===== src/fexp_pkg.sv =====
// ----------------------------------------------------------------------------
// fexp_pkg
// Shared types, single-precision constants and rounding helpers for the
// fast exponential pipeline.
// ----------------------------------------------------------------------------
package fexp_pkg;

  localparam logic [31:0] LN2_BITS     = 32'h3F317218;
  localparam logic [31:0] INV_LN2_BITS = 32'h3FB8AA3B;
  localparam logic [31:0] QNAN_BITS    = 32'h7FC00000;
  localparam logic [31:0] PINF_BITS    = 32'h7F800000;
  localparam logic [7:0]  EXP_BIAS     = 8'd127;

  // Horner coefficients, highest order first
  localparam logic [31:0] COEF [5] = '{
    32'h3D72AEBC, 32'h3E1EDEB6, 32'h3F00CA36, 32'h3F7FEBA5, 32'h3F80003D
  };

  // Sideband that travels with each beat
  typedef struct packed {
    logic [31:0] x;
    logic [31:0] y;
    logic [7:0]  biased;
    logic        nan;
    logic        over;
    logic        under;
  } fexp_side_t;

  // Significand with hidden bit; subnormals get a zero hidden bit
  function automatic logic [23:0] fp_mant(input logic [31:0] f);
    fp_mant = {(f[30:23] != 8'd0), f[22:0]};
  endfunction

  // Biased exponent as used in arithmetic; subnormals sit at exponent 1
  function automatic logic signed [9:0] fp_exp(input logic [31:0] f);
    fp_exp = (f[30:23] == 8'd0) ? 10'sd1 : $signed({2'b00, f[30:23]});
  endfunction

  // Round to nearest even. sig[25] is the leading one, sig[24:2] the
  // fraction, sig[1] the guard bit and sig[0] the sticky bit.
  function automatic logic [31:0] fp_round(input logic sign, input logic signed [9:0] e,
                                           input logic [25:0] sig, input logic zero);
    logic [9:0]  sh;
    logic [4:0]  shc;
    logic [51:0] wide;
    logic [25:0] s;
    logic [7:0]  ef;
    logic [30:0] pack;
    logic        inc;
    s  = sig;
    ef = e[7:0];
    sh = 10'd1 - e;
    if (e <= 10'sd0) begin
      shc  = (sh > 10'd26) ? 5'd26 : sh[4:0];
      wide = {sig, 26'd0} >> shc;
      s    = {wide[51:27], wide[26] | (|wide[25:0])};
      ef   = 8'd0;
    end
    pack = {ef, s[24:2]};
    inc  = s[1] & (s[0] | s[2]);
    if (zero) begin
      fp_round = {sign, 31'd0};
    end else if (e > 10'sd254) begin
      fp_round = {sign, PINF_BITS[30:0]};
    end else begin
      fp_round = {sign, pack + {30'd0, inc}};
    end
  endfunction

endpackage


===== src/fexp_fmul.sv =====
// ----------------------------------------------------------------------------
// fexp_fmul
// Three-stage single-precision multiplier: multiply, normalize, round.
// ----------------------------------------------------------------------------
module fexp_fmul (
  input  logic                 clk,
  input  logic                 rst,
  input  logic                 en,
  input  logic                 in_v,
  input  logic [31:0]          a,
  input  logic [31:0]          b,
  input  fexp_pkg::fexp_side_t side_in,
  output logic                 v,
  output logic [31:0]          r,
  output fexp_pkg::fexp_side_t side_out
);
  import fexp_pkg::*;

  logic              v1, v2;
  logic              sign1, sign2;
  logic signed [9:0] es1, e2;
  logic [47:0]       prod1;
  logic [25:0]       sig2;
  logic              zero2;
  fexp_side_t        side1, side2;

  logic [5:0]  lz;
  logic [47:0] norm;

  always_comb begin
    lz = 6'd0;
    for (int i = 0; i < 48; i++) begin
      if (prod1[i]) lz = 6'(47 - i);
    end
    norm = prod1 << lz;
  end

  always_ff @(posedge clk) begin
    if (rst) begin
      v1 <= 1'b0;
      v2 <= 1'b0;
      v  <= 1'b0;
    end else if (en) begin
      v1 <= in_v;
      v2 <= v1;
      v  <= v2;
    end
    if (en) begin
      // multiply
      sign1 <= a[31] ^ b[31];
      es1   <= fp_exp(a) + fp_exp(b) - 10'sd127;
      prod1 <= fp_mant(a) * fp_mant(b);
      side1 <= side_in;
      // normalize
      sign2 <= sign1;
      e2    <= es1 + 10'sd1 - $signed({4'd0, lz});
      sig2  <= {norm[47:23], |norm[22:0]};
      zero2 <= (prod1 == 48'd0);
      side2 <= side1;
      // round
      r        <= fp_round(sign2, e2, sig2, zero2);
      side_out <= side2;
    end
  end

endmodule


===== config.mk =====
export PLATFORM = sky130hd
export DESIGN_NAME = fexp_fmul
export DESIGN_NICKNAME = d
export VERILOG_FILES = /design/src/fexp_pkg.sv /design/src/fexp_fmul.sv
export SDC_FILE = /design/constraint.sdc
export NUM_CORES = 2
export LEC_CHECK = 0
export BUFFER_PORTS_ARGS = -buffer_cell sky130_fd_sc_hd__buf_2
export CORE_AREA = 10 10 362 364
export CTS_CLUSTER_SIZE = 14
export DETAILED_ROUTE_END_ITERATION = 8
export DIE_AREA = 0 0 372 374
export GPL_TIMING_DRIVEN = 0
export PLACE_DENSITY = 0.42
export SLEW_MARGIN = 15
export SYNTH_ARGS = -nofsm -noshare
export SYNTH_HDL_FRONTEND = slang
export SYNTH_SLANG_ARGS = --single-unit

===== constraint.sdc =====
create_clock -name clk -period 22.6 [get_ports clk]
set_input_delay 1.13 -clock clk [delete_from_list [all_inputs] [get_ports clk]]
set_output_delay 1.13 -clock clk [all_outputs]
set_load 0.01 [all_outputs]

Word-level counts from Yosys, hierarchy flattened
Cells that the tools add are included.

Register bits after elaboration: 357. Input port bits: 143. Output and inout port bits: 108. Logic and storage cells: 111.

Add/subtract/negate cells: 6. Multipliers: 1. Magnitude comparators: 3. Shift operators: 2. Mux-type cells: 56. Bitwise logic cells: 4. Reductions and logical operators: 8.

Operators with widths (count): $mux 6 (48); $shr 52x5->51 (1); $mux 25 (2); $logic_not 48->1 (1); $mul 24x24->48 (1); $shl 48x6->48 (1); $mux 8 (4); $add 31x1->31 (1); $mux 31 (1); $reduce_or 26->1 (1); $reduce_or 23->1 (1); $logic_not 8->1 (2); $reduce_bool 8->1 (2); $add 10x2->10 const B (1); $gt 10x5->1 const B (1); $gt 10x9->1 const B (1); $le 10x1->1 const B (1); $sub 1x10->10 const A (1); $sub 10x7->10 (1); $sub 9x7->10 const B (1); $add 8x8->9 (1); $mux 5 (1); $or 1x1->1 (2); $reduce_or 2->1 (1); other kinds (2) (2).

Logic depth before layout (Yosys ltp)
Word-level depth: 50. Gate-level depth with buffers: 30. Mapped depth without buffers: 28.

Worst setup path before layout
Ideal clock, no wire load.

Path type: input to register. Start: input port b[3]. End: register prod1[43], data pin. Arrival time: 8.227 ns. Required time: 22.335 ns. Path slack: 14.107 ns. Cell stages on the path: 27. Path through: clkbuf_1 -> nand2_1 -> fa_1 -> inv_1 -> fa_1 -> fa_1 -> inv_1 -> fa_1 -> fa_1 -> inv_1 -> fa_1 -> fa_1 -> ha_1 -> clkbuf_1 -> a21o_1 -> a2111o_1 -> nand3b_1 -> a21oi_1 -> o2111ai_1 -> and2_1 -> a311o_1 -> nand4_1 -> nand3_1 -> o41ai_1 -> o21a_1 -> nor4bb_1 -> or3_1.

Longest elaborated chain between the ends: 1.

RTL lines: start, declared (line fexp_fmul.sv:11) `input logic [31:0] b,`; $mul 24x24->48 (line fexp_fmul.sv:52) `prod1 <= fp_mant(a) * fp_mant(b);`; end signal, assigned (line fexp_fmul.sv:52); end, declared (line fexp_fmul.sv:22) `logic [47:0] prod1;`.

Every way passes these cells. A chain may end at the register's enable or synchronous reset.

Worst setup path in the final report
Start: input port b[4]. End: register prod1[43], data pin.

Same word-level chain as after synthesis.

==> summary.txt <==
Status
  – Outcome: completed

Yosys
  – Number of flops mapped to enable cells by yosys: ~350
  – Largest area contributor in the netlist: edfxtp_1
  – Syn nets: between 4000 and 5000
  – Synth async-reset ratio: 0%
  – Area share of the largest cell type after synthesis: between 20% and 30%
  – Yosys warns: 0
  – Synth area leaders: edfxtp_1, fa_1, ha_1, inv_1, nand2_1
  – Synth cell types: ~110
  – Sequential cell area fraction in the yosys report: between 20 and 30%
  – Cells after Synth: around 3600
  – Mapped Area: around 37000 sq um
  – FF+latch count, synth: about 360
  – Mapped Avg Cell Area: around 10 sq um
  – Ys flop type: edfxtp_1

Critical path
  – Path type of the worst setup path: in2reg
  – CP arrival: 10530 ps
  – CP most frequent cell: fa_1
  – Required time of the critical path: about 23000 ps
  – Crit-path max cell delay: around 700 ps
  – Critical Path End Type: flop
  – Bufs and invs on worst path: 6
  – Slowest CP cell: clkbuf_1
  – CP max FO: 10
  – Setup crit start kind: input port
  – Critical path's top delay family: adder cells

Global route
  – GRT busiest layer: met2
  – GRT met1 Usage: around 25%
  – Grt ovf: 0
  – Vias in the first global route: 29000
  – Initial antenna violation count: 13
  – Met2 Track Usage GR: a little under a third
  – Grt met3 use: approximately 2.5%
  – Total Routing Usage GR: 18.8%
  – First-pass GRT wire length: about 200000 microns
  – Largest net degree at the start of global routing: 103

Clock network
  – Number of H-tree levels: 2
  – Post-CTS Setup Inserts: 0
  – Resize count post-CTS: 0
  – Root buffer cell: clkbuf_16
  – # hold bufs at CTS: 0
  – TritonCTS clock tree: built
  – Clk slew on worst S/H paths: ~70 ps
  – Max Root-Sink Buffers: 3
  – CTS Buf Count: 41
  – Clk_lat worst skew: 610 ps
  – CTS sink cnt: roughly 360

Route
  – DRC violations left: 0
  – Via density: approximately 5.0
  – Routed Wire Length: approximately 130000 microns
  – Wirelength per Cell: 24.0 microns
  – Pre-antenna DRT Iters: 6
  – Routed Antenna Nets: 0
  – Initial drt markers: ~2000
  – Via count: roughly 28000

Hold path
  – Min-delay worst type: reg2reg

STA
  – Slew headroom: approximately 25%
  – Final Hold Viols: 0
  – Least-Margin Pin Slew: between 1000 and 1500 ps
  – Setup violators final: 0
  – Max frequency: roughly 0.1 GHz
  – Fin crit share: a little under half
  – Layout Skew: 47.6 ps
  – RSZ-0062 raised after global routing: no
  – Final Critical Period: 10230 ps
  – Fin Setup TNS: 0 ps
  – Max-slew violations: 0

Floorplanning
  – Total die area: 139000 sq um
  – Initial Util: between 20% and 30%
  – Num rows: between 100 and 150
  – Die Ht: 374 microns
  – Core ar.: about 120000 sq um
  – Total I/O pin count: approximately 250
  – Die Wd: 372 microns

Flow run
  – Max_cap viols: 0

Layout
  – Area delta synth->final: 13.4%
  – Share of cells above drive strength 1: about a tenth
  – Filler Cell Count: around 13000
  – Final nets: approximately 4700

Placement
  – GP Congestion: 0.958
  – IO buf count: between 200 and 300
  – Dpl hpwl: ~110000 microns
routing by layer:
metal  wire, microns  share of wire (%)  vias to the layer above
li1                -                  -                    12500
met1           57300                 43                    14000
met2           64200                 48                      954
met3            7950                5.9                      204
met4            4130                3.1                        6
met5              45              0.034                        -
registers in the layout (all words and copies together), names as in the netlist:
register and flops:
e2 10, es1 10, prod1 48, r 32, side1 75, side2 75
side_out 75, sig2 26, sign1 1, sign2 1, v 1, v1 1
v2 1, zero2 1
worst paths after layout:
kind / from / endpoint / slack, ps / depth (start not counted)
setup / recovery: b[4] / prod1[43] / 12370 / 28
hold reg to reg: side1[36] / side2[36] / 390 / 0
setup reg to reg: e2[1] / r[24] / 15680 / 22
hold / removal: side1[36] / side2[36] / 390 / 0
worst register-to-register path, delay by kind of cell, from the launching register on:
family | cells | cell delay, ps
flops | 1 | 550
fa+ha+maj | 2 | 490
xor+xnor | 1 | 560
compound gates | 5 | 1630
mux | 1 | 390
buf+inv | 6 | 1680
simple gates | 7 | 1470
through the flow:
| stage | worst slack, ps | hold slack, ps | area (sq um) | std cells | utilization [%] |
|---|---|---|---|---|---|
| 6_report | 12370 | 395 | 41700 | 5561 | 33.8 |
| 5_1_grt | 12030 | 405 | 41700 | 5555 | 33.8 |
| 4_1_cts | 12350 | 396 | 41700 | 5555 | 33.8 |
| 3_5_place_dp | 11730 | 405 | 40200 | 5479 | 32.6 |
| 3_3_place_gp | 11750 | 401 | 40100 | 5473 | 32.5 |
| 2_1_floorplan | 14110 | 400 | 36800 | 3586 | - |
cell usage in the layout (no fill, tap or decap), types with 19 or more instances in the layout:
cell,synthesis,layout
xnor2_1,58,58
a21o_1,20,20
nand2b_1,21,21
ha_1,207,207
nor3_1,39,39
nand3_1,42,42
a21oi_1,118,118
edfxtp_1,354,354
fa_1,484,484
inv_1,538,538
o21ai_0,77,77
mux2i_1,147,147
and2_1,224,224
clkbuf_1,151,159
nor4_1,27,25
nor2_1,139,139
nand2_1,495,495
a211oi_1,19,19
nand4_1,19,19
clkbuf_16,0,41
buf_2,15,264
synthesized netlist by cell type, types with 6 or more instances:
cell type	n
and3_1	16
o2111ai_1	7
nand2b_1	21
nor2_1	139
buf_6	7
a221o_1	9
a221oi_1	9
xnor2_1	58
a21o_1	20
and2_1	224
buf_2	15
nand3_1	42
nand4_1	19
or4_1	7
a31oi_1	18
o221ai_1	9
fa_1	484
buf_1	13
nand3b_1	7
clkbuf_1	151
nor2b_1	15
mux2_2	11
o211ai_1	18
inv_1	538
o21bai_1	14
xor2_1	17
a21boi_0	6
or2_2	6
ha_1	207
o21a_1	9
o21ai_0	77
a211o_1	8
edfxtp_1	354
o21ai_1	9
nor3_1	39
nand2_1	495
a22oi_1	10
or3_1	16
a211oi_1	19
o22ai_1	9
nor4_1	27
a21oi_1	118
mux2i_1	147
kinds of logic (layout without fill, tap and decap cells):
kind of cell / Yosys count / after routing / synth area share [%]
flip-flops: 357 / 357 / 29.1
AO/OA/AOI/OAI: 467 / 467 / 9.05
adder cells (fa/ha/maj): 691 / 691 / 33.4
other: 0 / 6 / 0
multiplexers: 159 / 159 / 4.37
AND/OR/NAND/NOR: 1104 / 1104 / 14.5
buffers and inverters: 732 / 1064 / 7.71
XOR/XNOR: 76 / 76 / 1.83
cell type report:
type	instances	area (sq um)	share of cell area, %
Multi-Input combinational cell	2497	23200	55.8
Sequential cell	357	10700	25.7
Clock inverter	24	354	0.850
Timing Repair Buffer	256	1390	3.33
Tap cell	1637	2050	4.92
Clock buffer	52	1100	2.63
Buffer	191	805	1.93
Inverter	541	2030	4.87
Antenna cell	6	15.0	0.0360
Power is not shown: default switching activity piles up to over one toggle a cycle in this logic, so the estimate is an artifact.
