==> config.mk <==
export PLATFORM = sky130hd
export DESIGN_NAME = fexp_reduce
export DESIGN_NICKNAME = d
export VERILOG_FILES = /design/src/fexp_pkg.sv /design/src/fexp_reduce.sv
export SDC_FILE = /design/constraint.sdc
export NUM_CORES = 1
export LEC_CHECK = 0
export BUFFER_PORTS_ARGS = -buffer_cell sky130_fd_sc_hd__buf_2
export CORE_AREA = 2 2 109 111
export CTS_CLUSTER_DIAMETER = 30
export CTS_CLUSTER_SIZE = 14
export DETAILED_ROUTE_END_ITERATION = 12
export DIE_AREA = 0 0 111 113
export PLACE_DENSITY = 0.89
export SLEW_MARGIN = 5
export SYNTH_ARGS = -nofsm -noshare
export SYNTH_HDL_FRONTEND = slang
export SYNTH_SLANG_ARGS = --single-unit
==> constraint.sdc <==
create_clock -name clk -period 12.5 [get_ports clk]
set_clock_uncertainty 0.15 [all_clocks]
set_input_delay 0.625 -clock clk [delete_from_list [all_inputs] [get_ports clk]]
set_output_delay 0.625 -clock clk [all_outputs]
set_load 0.02 [all_outputs]
==> src/fexp_pkg.sv <==
// ----------------------------------------------------------------------------
// fexp_pkg
// Shared types, single-precision constants and rounding helpers for the
// fast exponential pipeline.
// ----------------------------------------------------------------------------
package fexp_pkg;

  localparam logic [31:0] LN2_BITS     = 32'h3F317218;
  localparam logic [31:0] INV_LN2_BITS = 32'h3FB8AA3B;
  localparam logic [31:0] QNAN_BITS    = 32'h7FC00000;
  localparam logic [31:0] PINF_BITS    = 32'h7F800000;
  localparam logic [7:0]  EXP_BIAS     = 8'd127;

  // Horner coefficients, highest order first
  localparam logic [31:0] COEF [5] = '{
    32'h3D72AEBC, 32'h3E1EDEB6, 32'h3F00CA36, 32'h3F7FEBA5, 32'h3F80003D
  };

  // Sideband that travels with each beat
  typedef struct packed {
    logic [31:0] x;
    logic [31:0] y;
    logic [7:0]  biased;
    logic        nan;
    logic        over;
    logic        under;
  } fexp_side_t;

  // Significand with hidden bit; subnormals get a zero hidden bit
  function automatic logic [23:0] fp_mant(input logic [31:0] f);
    fp_mant = {(f[30:23] != 8'd0), f[22:0]};
  endfunction

  // Biased exponent as used in arithmetic; subnormals sit at exponent 1
  function automatic logic signed [9:0] fp_exp(input logic [31:0] f);
    fp_exp = (f[30:23] == 8'd0) ? 10'sd1 : $signed({2'b00, f[30:23]});
  endfunction

  // Round to nearest even. sig[25] is the leading one, sig[24:2] the
  // fraction, sig[1] the guard bit and sig[0] the sticky bit.
  function automatic logic [31:0] fp_round(input logic sign, input logic signed [9:0] e,
                                           input logic [25:0] sig, input logic zero);
    logic [9:0]  sh;
    logic [4:0]  shc;
    logic [51:0] wide;
    logic [25:0] s;
    logic [7:0]  ef;
    logic [30:0] pack;
    logic        inc;
    s  = sig;
    ef = e[7:0];
    sh = 10'd1 - e;
    if (e <= 10'sd0) begin
      shc  = (sh > 10'd26) ? 5'd26 : sh[4:0];
      wide = {sig, 26'd0} >> shc;
      s    = {wide[51:27], wide[26] | (|wide[25:0])};
      ef   = 8'd0;
    end
    pack = {ef, s[24:2]};
    inc  = s[1] & (s[0] | s[2]);
    if (zero) begin
      fp_round = {sign, 31'd0};
    end else if (e > 10'sd254) begin
      fp_round = {sign, PINF_BITS[30:0]};
    end else begin
      fp_round = {sign, pack + {30'd0, inc}};
    end
  endfunction

endpackage

==> src/fexp_reduce.sv <==
// ----------------------------------------------------------------------------
// fexp_reduce
// One stage: floor of x/ln2 as an integral float, the biased exponent of
// 2^k, and the out-of-range flags.
// ----------------------------------------------------------------------------
module fexp_reduce (
  input  logic                 clk,
  input  logic                 rst,
  input  logic                 en,
  input  logic                 in_v,
  input  logic [31:0]          t,
  input  fexp_pkg::fexp_side_t side_in,
  output logic                 v,
  output logic [31:0]          kf,
  output fexp_pkg::fexp_side_t side_out
);
  import fexp_pkg::*;

  logic              neg, tz, fnz;
  logic [7:0]        e;
  logic [4:0]        sh;
  logic [23:0]       mant, shifted;
  logic [7:0]        mag, nrm;
  logic [2:0]        lz;
  logic signed [8:0] kint;
  logic              over, under;
  logic [31:0]       kf_next;
  fexp_side_t        side_next;

  always_comb begin
    neg     = t[31];
    e       = t[30:23];
    tz      = (t[30:0] == 31'd0);
    mant    = {1'b1, t[22:0]};
    sh      = 5'(8'd150 - e);
    shifted = mant >> sh;
    fnz     = |(mant & ((24'd1 << sh) - 24'd1));
    if (e < EXP_BIAS) mag = {7'd0, neg & !tz};
    else              mag = shifted[7:0] + {7'd0, neg & fnz};
    kint  = neg ? -$signed({1'b0, mag}) : $signed({1'b0, mag});
    over  = !neg && (e >= 8'd134);
    under = neg && ((e >= 8'd134) || (kint <= -9'sd127));
    lz = 3'd0;
    for (int i = 0; i < 8; i++) begin
      if (mag[i]) lz = 3'(7 - i);
    end
    nrm = mag << lz;
    if (mag == 8'd0) kf_next = {neg, 31'd0};
    else             kf_next = {neg, 8'(8'd134 - {5'd0, lz}), nrm[6:0], 16'd0};
    side_next        = side_in;
    side_next.biased = 8'(kint + 9'sd127);
    side_next.over   = over;
    side_next.under  = under;
  end

  always_ff @(posedge clk) begin
    if (rst)     v <= 1'b0;
    else if (en) v <= in_v;
    if (en) begin
      kf       <= kf_next;
      side_out <= side_next;
    end
  end

endmodule

**Yosys cells after proc, flatten, opt, wreduce, memory -nomap -nowiden**

Cells that the tools add are included.

- $add $sub $neg: 6
- Order comparisons: 3
- Shift-type cells: 3
- Muxes and demuxes: 10
- Bitwise logic cells: 3
- Reductions and logical operators: 8

Operator list:

| operator | number |
|---|---|
| zero test 31 bit | 1 |
| AND 24 bit | 1 |
| 2-to-1 mux 3 bit | 8 |
| OR reduction 24 bit | 1 |
| left shift 1 x 5 -> 24 bit, first input constant | 1 |
| right shift 24 x 5 -> 8 bit | 1 |
| subtractor 24 x 1 -> 24 bit, second input constant | 1 |
| less-or-equal comparator 9 x 8 -> 1 bit, second input constant | 1 |
| 2-to-1 mux 9 bit | 1 |
| negation 8 -> 9 bit | 1 |
| adder 8 x 1 -> 8 bit | 1 |
| adder 8 bit, second input constant | 1 |
| >= comparator 8 bit, second input constant | 1 |
| zero test 8 bit | 1 |
| less-than comparator 8 x 7 -> 1 bit, second input constant | 1 |
| 2-to-1 mux 8 bit | 1 |
| left shift 8 x 3 -> 7 bit | 1 |
| subtractor 8 x 3 -> 8 bit, first input constant | 1 |
| subtractor 5 bit, first input constant | 1 |
| AND 1 bit | 2 |
| logical AND 1 bit | 2 |
| zero test 1 bit | 2 |
| logical OR 1 bit | 1 |

- Register bits after elaboration: 108
- Input port bits: 111
- Output and inout port bits: 108
- Word-level logic and storage cells: 42

**Depth between registers and ports, before layout**

Gate-level depths: netlist (run 1).

- Word-level depth: 17
- Mapped depth: 30
- Depth with buffers taken out: 26

**Worst setup path after synthesis (run 1)**

No wires, ideal clock.

- Path kind: in2reg
- From: in t[23]
- To: reg side_out[0] (netlist bit), data pin
- Library setup time: 0.269 ns
- Arrival time: 5.964 ns
- Data required time: 12.081 ns
- Setup slack: 6.117 ns
- Stages: 27
- Path buffers: 3
- Path through: buf_2 -> clkinv_1 -> ha_1 -> clkbuf_1 -> or2_2 -> clkbuf_1 -> mux2_2 -> o211ai_1 -> o211ai_1 -> nor3b_1 -> o21ai_0 -> xor2_1 -> a22oi_1 -> nand2_1 -> a221oi_1 -> a41oi_1 -> ha_1 -> ha_1 -> xnor2_1 -> and2_1 -> inv_1 -> ha_1 -> mux2_2 -> and3_1 -> a21oi_1 -> nand4b_1 -> a31oi_1

RTL lines:

| element | RTL line | text |
|---|---|---|
| start: declaration | fexp_reduce.sv:11 | `input logic [31:0] t,` |
| end signal: assignment | fexp_reduce.sv:61 | `side_out <= side_next;` |
| end: declaration | fexp_reduce.sv:15 | `output fexp_pkg::fexp_side_t side_out` |

**Worst setup path after layout (run 1)**

- From: in t[23]
- To: reg kf[25], data pin

- Cells in the longest elaborated chain, start to end: 17
- Elaborated cells on any way between the ends: 23

RTL lines:

| element | RTL line | text |
|---|---|---|
| subtractor 5 bit | fexp_reduce.sv:35 | `sh = 5'(8'd150 - e);` |
| left shift 1 x 5 -> 24 bit | fexp_reduce.sv:37 | `fnz = \|(mant & ((24'd1 << sh) - 24'd1));` |
| subtractor 24 x 1 -> 24 bit | fexp_reduce.sv:37 |  |
| AND 24 bit | fexp_reduce.sv:37 |  |
| OR reduction 24 bit | fexp_reduce.sv:37 |  |
| AND 1 bit | fexp_reduce.sv:39 | `else mag = shifted[7:0] + {7'd0, neg & fnz};` |
| adder 8 x 1 -> 8 bit | fexp_reduce.sv:39 |  |
| 2-to-1 mux 8 bit * | fexp_reduce.sv:38 | `if (e < EXP_BIAS) mag = {7'd0, neg & !tz};` |
| 2-to-1 mux 3 bit (8 in a row) | fexp_reduce.sv:45 | `if (mag[i]) lz = 3'(7 - i);` |
| subtractor 8 x 3 -> 8 bit | fexp_reduce.sv:49 | `else kf_next = {neg, 8'(8'd134 - {5'd0, lz}), nrm[6:0], 16'd0};` |
| end signal: assignment | fexp_reduce.sv:60 | `kf <= kf_next;` |
| end: declaration | fexp_reduce.sv:14 | `output logic [31:0] kf,` |

Every way passes the cells marked *; elsewhere a longest branch is shown, timed or not.
A chain may end at the register's enable or synchronous reset.

==> reports/qor.txt, run 1 <==
Rel. slew slack: 25.5%
Pleak: 0.00297 uW
post-route minimum period: 8.02 ns
worst slack, placed: 4.30 ns
Slowest cell on crit path: a21oi_1
placed cells: 850
Worst-Margin Slew: 1.12 ns
vias in the first global route: 4943
FF-to-FF End: v
area grow syn2layout: 21.1%
Inserted Clock Buffers: 9
final-report setup violation count: 0
Clock Sinks: 90
first-pass GRT wire length: 26400 um
Max Fclk: 125 MHz
Yosys warnings: 0
Longest Clk Path Bufs: 2
Post-synth EDFFs: 89
final hold violations: 0
Max FO, Critical Path: 33
hold_buf cts: 0
mux contribution to synthesized area: 12.7%
Hold EP: v
hold crit path type: in -> reg
CP Launch Type: input pin
DRT antenna net count: 0
critical path required time: 12.53 ns
post-DP HPWL: 13100 um
Post-Synth Simple-Gate Area: 14.8%
DP Area: 0.00693 mm2
Peak VDD IR: 0.135 mV
r2r setup slk: 11.73 ns
initial antenna violation count: 0
final setup TNS: 0 ns
#FFs+latches synth: 90
main combinational cell family by area after synthesis: simple AND/OR/NAND/NOR gates
register area share after synthesis: 45.1%
Reg clk slew, reported paths: 0.06 ns
Max-Cap Viols: 0
Hold Path Origin: rst
DRT Wirelength: 17100 um
Antenna diodes: 0
R2R Path Start: v
Die ar.: 0.0125 mm2
commonest register cell after synthesis: edfxtp_1
hold depth: 2
R2R cell count: 2
Final Non-Filler Cells: 866
number of DRC markers in iteration 0: 674
Vias per Instance: 6.08
Worst EP arrival: 8.05 ns
Congestion Overflow GR: 0
syn avg cell area: 11.0 um2
Pins Over Slew Limit: 0
Tcrit/Tclk final: 64.2%
largest net degree at the start of global routing: 91
post-synthesis compound-gate area fraction: 14.5%
die width: 111 um
Post-synth ARST share: 0%
Crit path max-delay family: compound AO/OA/AOI/OAI gates
worst skew pair latency: 0.33 ns
num ports: 219
number of fill cells in the layout: 873
Post-Syn Instances: 541
DR pass1 iterations: 5
xor and xnor fraction of the mapped netlist area: 4.28%
Die Y: 113 um
via count: 5267
Final Wtd Congestion: 0.988
CTS tree: built
root buffer cell: clkbuf_16
row count: 39
port buffer count: 192
RSZ-0062 raised after global routing: no
H-tree depth: 3
layout cells sized above 1: 36.8%
Nets: 845
post-CTS setup buffers: 0
Total Routing Usage GR: 26.7%
endpoint class of the critical path: register
final hold slack: 0.307 ns
Initial Utilization: 52.9%
Post-Syn Area: 0.00596 mm2
Synth Area in Adders: 3.36%
unique cell type count in the Yosys netlist: 73
DRC: 0
Avg WL per Cell: 19.7 um
design area: 0.00722 mm2
classification of the worst setup path: in -> reg
Top cell by count, worst path: ha_1
Core Area: 0.0113 mm2
Resized Gates After CTS: 0
CP Buf/Inv Count: 4
Power Density: 139 mW/mm2
slowest cell delay on critical path: 0.77 ns
status: finished, final reports clean
setup ws final: 4.48 ns
-- worst register-to-register path, stage by stage (launching register included) --
cell and delay (ns):
dfxtp_1 0.34, mux2i_1 0.07, nor2_1 0.15
-- synthesized netlist by cell type (all sizes together) (5+ instances only) --
library cell  number  area share [%]
buf               34             3.7
nor2              44             2.8
a22oi              7            0.88
a21oi             21             1.8
nand3             16             1.3
ha                16             3.4
o21ai             34             2.9
xor2               9             1.7
nor4              10             1.0
nand4              6            0.63
mux2              17             3.2
nand2             49             3.1
a21o               5            0.63
o22ai              5            0.52
nand2b             5            0.52
edfxtp            89              45
clkbuf            10            0.63
mux4              18             6.8
and2               6            0.63
and3               5            0.52
xnor2             15             2.6
nor3              10             1.1
o211ai             9             1.1
nor2b              8            0.84
mux2i             16             2.7
a31oi              5            0.52
inv               13            0.82
-- worst max path at each step --
stage / from / end / slack, ns / cells after the start
floorplan: t[23] / side_out[0] / 6.12 / 27
global placement: t[23] / kf[25] / 4.40 / 26
detailed placement: t[23] / kf[25] / 4.30 / 26
CTS: t[23] / kf[25] / 4.62 / 26
global route: t[23] / kf[25] / 3.95 / 26
finish: t[23] / kf[25] / 4.48 / 26
-- stage by stage --
stage | utilization [%] | power (uW)
floorplan | - | 636
global placement | 61.5 | 728
detailed placement | 61.5 | 740
CTS | 64.1 | 1000
global route | 64.1 | 1050
finish | 64.1 | 1000
-- cell type report --
class	count	area, um2	share of cell area [%]
tap	143	179	2.48
clock inverter	7	68.8	0.953
clock buffer	9	225	3.12
sequential	90	2690	37.3
multi-input combinational	407	3020	41.8
timing repair buffer	195	986	13.6
inverter	15	56.3	0.779
-- kinds of logic after synthesis --
kind of cell | after synthesis
and+or+nand+nor | 176
AOI/OAI and AO/OA | 124
DFF | 90
buffers and inverters | 59
muxes | 51
xor gates and xnor gates | 24
adders and majority gates | 16
other | 1
-- sequential cells by signal (all words and copies together) (netlist names) --
register	count
v	1
kf	14
side_out	75
-- power breakdown --
group          switching (uW)  internal (uW)  total, uW
Clock                     104            154        258
Combinational             225            128        353
Sequential               10.5            379        389
-- metal layers --
layer	part of all wire, %	track usage (%)	up-vias
met5	0	0	-
met4	3.7	11.0	0
met3	8.7	4.66	54
met2	49	45.6	337
met1	38	33.8	2484
li1	-	-	2392
-- placed cells by master, fill, tap and decap left out, drive strengths merged, types with 8 or more instances in the layout --
cell type  count
xnor2         15
nand3         16
mux2          17
inv           14
a21oi         21
mux4          18
buf          195
o211ai         9
nor2b          8
clkbuf         9
o21ai         34
conb          16
nand2         49
nor4          10
nor3          10
edfxtp        89
xor2           9
nor2          44
mux2i         16
ha            16
(Power assumes the default switching activity.)
==> run 2, diff against run 1 <==
--- a/config.mk
+++ b/config.mk
@@ -6,12 +6,12 @@
 export NUM_CORES = 1
 export LEC_CHECK = 0
 export BUFFER_PORTS_ARGS = -buffer_cell sky130_fd_sc_hd__buf_2
-export CORE_AREA = 2 2 109 111
+export CORE_AREA = 2 2 117 119
 export CTS_CLUSTER_DIAMETER = 30
 export CTS_CLUSTER_SIZE = 14
 export DETAILED_ROUTE_END_ITERATION = 12
-export DIE_AREA = 0 0 111 113
-export PLACE_DENSITY = 0.89
+export DIE_AREA = 0 0 119 121
+export PLACE_DENSITY = 0.82
 export SLEW_MARGIN = 5
 export SYNTH_ARGS = -nofsm -noshare
 export SYNTH_HDL_FRONTEND = slang
==> constraint.sdc (replaced) <==
create_clock -name clk -period 6.5 [get_ports clk]
set_clock_uncertainty 0.15 [all_clocks]
set_input_delay 0.325 -clock clk [delete_from_list [all_inputs] [get_ports clk]]
set_output_delay 0.325 -clock clk [all_outputs]
set_load 0.02 [all_outputs]
==> run 2 against run 1 <==
Flip-flop and latch count unchanged. Via count barely moved. Worst setup slack lost 3.9 ns. Power rose by 93%. Combinational power rose by 99%. Clock power up 90%. Cell count increased by 6.7%. Critical path type unchanged. Critical endpoint unchanged.
==> reports/qor.txt, run 2 (same netlist as run 1, synthesis figures left out) <==
commonest cells after routing, fill and taps aside: buf_2, edfxtp_1, nand2_1, nor2_1, o21ai_0
Avg WL per Cell: 17.9 um
Hold Path Origin: side_in[38]
DP Area: 0.00715 mm2
DRT antenna net count: 0
Core Area: 0.0131 mm2
Largest Register: side_out
port buffer count: 192
final-report setup violation count: 0
final hold violations: 0
classification of the worst setup path: in -> reg
DRT Wirelength: 16500 um
Pleak: 0.00309 uW
Final Non-Filler Cells: 924
setup ws final: 0.545 ns
critical path required time: 6.44 ns
hold_buf cts: 1
design area: 0.00746 mm2
commonest non-fill, non-tap cell in the layout: buf_2
Worst-Margin Slew: 1.06 ns
Pins Over Slew Limit: 0
Rel. slew slack: 29.5%
initial antenna violation count: 0
Power Density: 259 mW/mm2
Die Y: 121 um
post-DP HPWL: 12700 um
DRC: 0
Max FO, Critical Path: 10
Die ar.: 0.0144 mm2
CP Launch Type: input pin
Antenna diodes: 0
r2r setup slk: 5.77 ns
post-CTS setup buffers: 0
largest net degree at the start of global routing: 91
area grow syn2layout: 25.0%
Tcrit/Tclk final: 91.6%
worst slack, placed: 0.307 ns
layout cells sized above 1: 39.0%
Final Wtd Congestion: 0.994
endpoint class of the critical path: register
Resized Gates After CTS: 0
largest registers: side_out (75), kf (14), v (1)
Nets: 870
Inserted Clock Buffers: 9
Largest register FFs: 75
via count: 5269
Total Routing Usage GR: 22.4%
Vias per Instance: 5.70
CTS tree: built
Congestion Overflow GR: 0
worst skew pair latency: 0.33 ns
number of fill cells in the layout: 1124
placed cells: 907
FF/Latch Area: 0.00269 mm2
R2R cell count: 2
Reg clk slew, reported paths: 0.07 ns
Hold EP: side_out[38]
Crit. Startpoint: t[23]
root buffer cell: clkbuf_16
Max Fclk: 168 MHz
vias in the first global route: 4929
R2R Path Start: v
Peak VDD IR: 0.130 mV
status: finished, final reports clean
Longest Clk Path Bufs: 2
row count: 42
Clock Sinks: 90
area occupied by multi-input gates: 0.00302 mm2
hold depth: 1
final setup TNS: 0 ns
FF-to-FF End: v
post-route minimum period: 5.95 ns
first-pass GRT wire length: 25300 um
H-tree depth: 3
RSZ-0062 raised after global routing: no
Initial Utilization: 45.6%
num ports: 219
die width: 119 um
hold crit path type: in -> reg
DR pass1 iterations: 5
number of DRC markers in iteration 0: 384
Max-Cap Viols: 0
Worst EP arrival: 5.90 ns
[run 2: cell types whose count changed in the layout (fill, tap and decap cells not counted), moves of 2 or more]
cell        delta
clkinv_4       -2
inv_6          +2
clkinv_1       -2
clkinvlp_4     +2
buf_4         +24
[run 2: how the worst max path moves through the flow]
stage	to	slack (ns)	cells after the start
after floorplan	side_out[0]	0.42	27
after global placement	kf[25]	0.41	23
after detailed placement	side_out[0]	0.31	26
after CTS	kf[25]	0.59	26
after global routing	side_out[0]	0.11	27
final	kf[25]	0.55	23
[run 2: layer usage]
layer  wire [um]  GRT usage (%)  up-vias  share of wire, %
li1            -              -     2445                 -
met1        6320           27.3     2456                38
met2        8050           38.4      327                49
met3        1570           4.51       41               9.5
met4         552           10.3        0               3.3
met5           0              0        -                 0
[run 2: critical path, cell delays in order]
cell,delay (ns)
buf_2,0.16
ha_1,0.34
xnor2_1,0.42
mux2_2,0.39
o211ai_1,0.21
o211ai_1,0.24
nor3b_1,0.34
buf_4,0.18
xnor2_1,0.09
a2111oi_0,0.68
buf_4,0.21
a41oi_1,0.10
ha_1,0.27
ha_1,0.29
nand2_1,0.09
ha_1,0.23
a21oi_1,0.18
o211ai_1,0.14
o221ai_2,0.35
inv_1,0.13
ha_1,0.23
ha_1,0.27
nor2_1,0.04
[run 2: where the power goes]
group	switching, uW	internal, uW	leakage, uW
Combinational	432	270	0.00207
Sequential	15.4	727	0.000877
Clock	220	269	0.000138
[run 2: area by class of cell]
class	count	area share, %
clock inverter	7	0.923
timing repair buffer	220	15.8
clock buffer	9	3.02
tap	176	2.95
sequential	90	36.1
inverter	15	0.755
multi-input combinational	407	40.5
[run 2: per-stage QoR]
stage	utilization (%)	hold WS [ns]	total power (uW)
floorplan	-	0.247	1220
global placement	54.7	0.320	1430
detailed placement	54.7	0.328	1450
CTS	57.0	0.00423	1940
global route	57.0	0.000931	2030
finish	57.0	0.0160	1930
==> run 3, diff against run 2 <==
--- a/config.mk
+++ b/config.mk
@@ -11,7 +11,9 @@
 export CTS_CLUSTER_SIZE = 14
 export DETAILED_ROUTE_END_ITERATION = 12
 export DIE_AREA = 0 0 119 121
+export HOLD_SLACK_MARGIN = 0.1
 export PLACE_DENSITY = 0.82
+export SKIP_CTS_REPAIR_TIMING = 1
 export SLEW_MARGIN = 5
 export SYNTH_ARGS = -nofsm -noshare
 export SYNTH_HDL_FRONTEND = slang
==> run 3 against run 2 <==
Sequential share of layout area fell by 2.9 points. Utilization rose by 5.0 points. Combinational power rose by 8.0%. First-iteration DRC count rose by 12%. Sequential power rose by 0.7%. Flip-flop and latch count did not move. Critical path type unchanged.
==> reports/qor.txt, run 3 (same netlist as run 1, synthesis figures left out) <==
Max Fclk: 161 MHz
root buffer cell: clkbuf_16
Rel. slew slack: 28.1%
number of fill cells in the layout: 1008
slowest cell delay on critical path: 0.73 ns
Top cell by count, worst path: ha_1
Final Wtd Congestion: 0.994
Vias per Instance: 5.72
Clock Sinks: 90
Largest Register: side_out
Total Routing Usage GR: 22.4%
Die ar.: 0.0144 mm2
Slowest cell on crit path: a2111oi_0
commonest non-fill, non-tap cell in the layout: buf_2
placed cells: 907
Peak VDD IR: 0.126 mV
Pins Over Slew Limit: 0
DP Area: 0.00715 mm2
post-DP HPWL: 12700 um
largest registers: side_out (75), kf (14), v (1)
largest net degree at the start of global routing: 91
Core Area: 0.0131 mm2
hold crit path type: in -> reg
Antenna diodes: 0
classification of the worst setup path: in -> reg
Congestion Overflow GR: 0
DR pass1 iterations: 5
Metal-1 WL: 7080 um
final-report setup violation count: 0
final hold violations: 0
Longest Clk Path Bufs: 2
area grow syn2layout: 35.9%
port buffer count: 192
Reg clk slew, reported paths: 0.07 ns
met2 WL: 9860 um
setup ws final: 0.283 ns
die width: 119 um
Avg WL per Cell: 19.5 um
DRT Wirelength: 19300 um
H-tree depth: 3
Worst-Margin Slew: 1.08 ns
layout cells sized above 1: 35.9%
Max FO, Critical Path: 10
Pleak: 0.00336 uW
Largest register FFs: 75
Worst EP arrival: 6.16 ns
area occupied by multi-input gates: 0.00302 mm2
CP Launch Type: input pin
Initial Utilization: 45.6%
Die Y: 121 um
worst skew pair latency: 0.34 ns
initial antenna violation count: 0
design area: 0.00811 mm2
DR WL met3: 1790 um
via count: 5662
vias in the first global route: 4921
uppermost routed layer: met4
Tcrit/Tclk final: 95.6%
num ports: 219
endpoint class of the critical path: register
status: finished, final reports clean
DRC: 0
commonest cells after routing, fill and taps aside: buf_2, edfxtp_1, dlygate4sd3_1, nand2_1, nor2_1
row count: 42
final hold slack: 0.0787 ns
critical path required time: 6.44 ns
CP Buf/Inv Count: 4
worst-path cell chain: buf_2 > ha_1 > xnor2_1 > mux2_2 > o211ai_1 > o211ai_1 > nor3b_1 > buf_4 > xnor2_1 > a2111oi_0 > buf_4 > a41oi_1 > ha_1 > ha_1 > nand2_1 > ha_1 > a21oi_1 > o211ai_1 > o221ai_2 > inv_1 > ha_1 > ha_1 > nor2_1
number of DRC markers in iteration 0: 431
Inserted Clock Buffers: 9
CTS tree: built
Power Density: 247 mW/mm2
Max-Cap Viols: 0
FF/Latch Area: 0.00269 mm2
first-pass GRT wire length: 25300 um
Crit path max-delay family: compound AO/OA/AOI/OAI gates
post-route minimum period: 6.22 ns
Final Non-Filler Cells: 989
Nets: 935
final setup TNS: 0 ns
DRT antenna net count: 0
worst slack, placed: 0.307 ns
run 3: cell types whose count changed in the layout (fill, tap and decap cells not counted), sizes merged:
| cell | previous run | this run |
|---|---|---|
| dlygate4sd3 | 1 | 66 |
run 3: layout make-up:
class / count / share of cell area, %
clock inverters: 7 / 0.849
well taps: 176 / 2.72
multi-input cells: 407 / 37.2
flip-flops and latches: 90 / 33.2
repair buffers: 285 / 22.5
clock buffers: 9 / 2.78
inverters: 15 / 0.695
run 3: through the flow:
stage / total power, uW / util [%]
3_3_place_gp: 1430 / 54.7
2_1_floorplan: 1220 / -
5_1_grt: 2090 / 62.0
3_5_place_dp: 1450 / 54.7
6_report: 2010 / 62.0
4_1_cts: 1940 / 56.9
run 3: metal layers:
| metal | up-vias | GRT usage (%) |
|---|---|---|
| met4 | 0 | 10.3 |
| met1 | 2649 | 27.3 |
| met2 | 383 | 38.3 |
| met5 | - | 0 |
| met3 | 54 | 4.51 |
| li1 | 2576 | - |
run 3: where the power goes:
part	switching (uW)	total [uW]	internal (uW)
sequential	19.9	747	727
clock	231	500	269
combinational	460	758	298
total	712	2010	1290
run 3: worst min-delay path, delay by kind of cell:
kind	cells	cell delay, ns
simple gates	1	0.07
mux	1	0.06
buf+inv	1	0.08
run 3: final timing paths:
path,depth (start not counted),slack [ns],to,start
setup / recovery,23,0.28,kf[25],t[23]
hold / removal,3,0.08,v,in_v
setup reg to reg,2,5.77,v,v
hold reg to reg,2,0.34,v,v
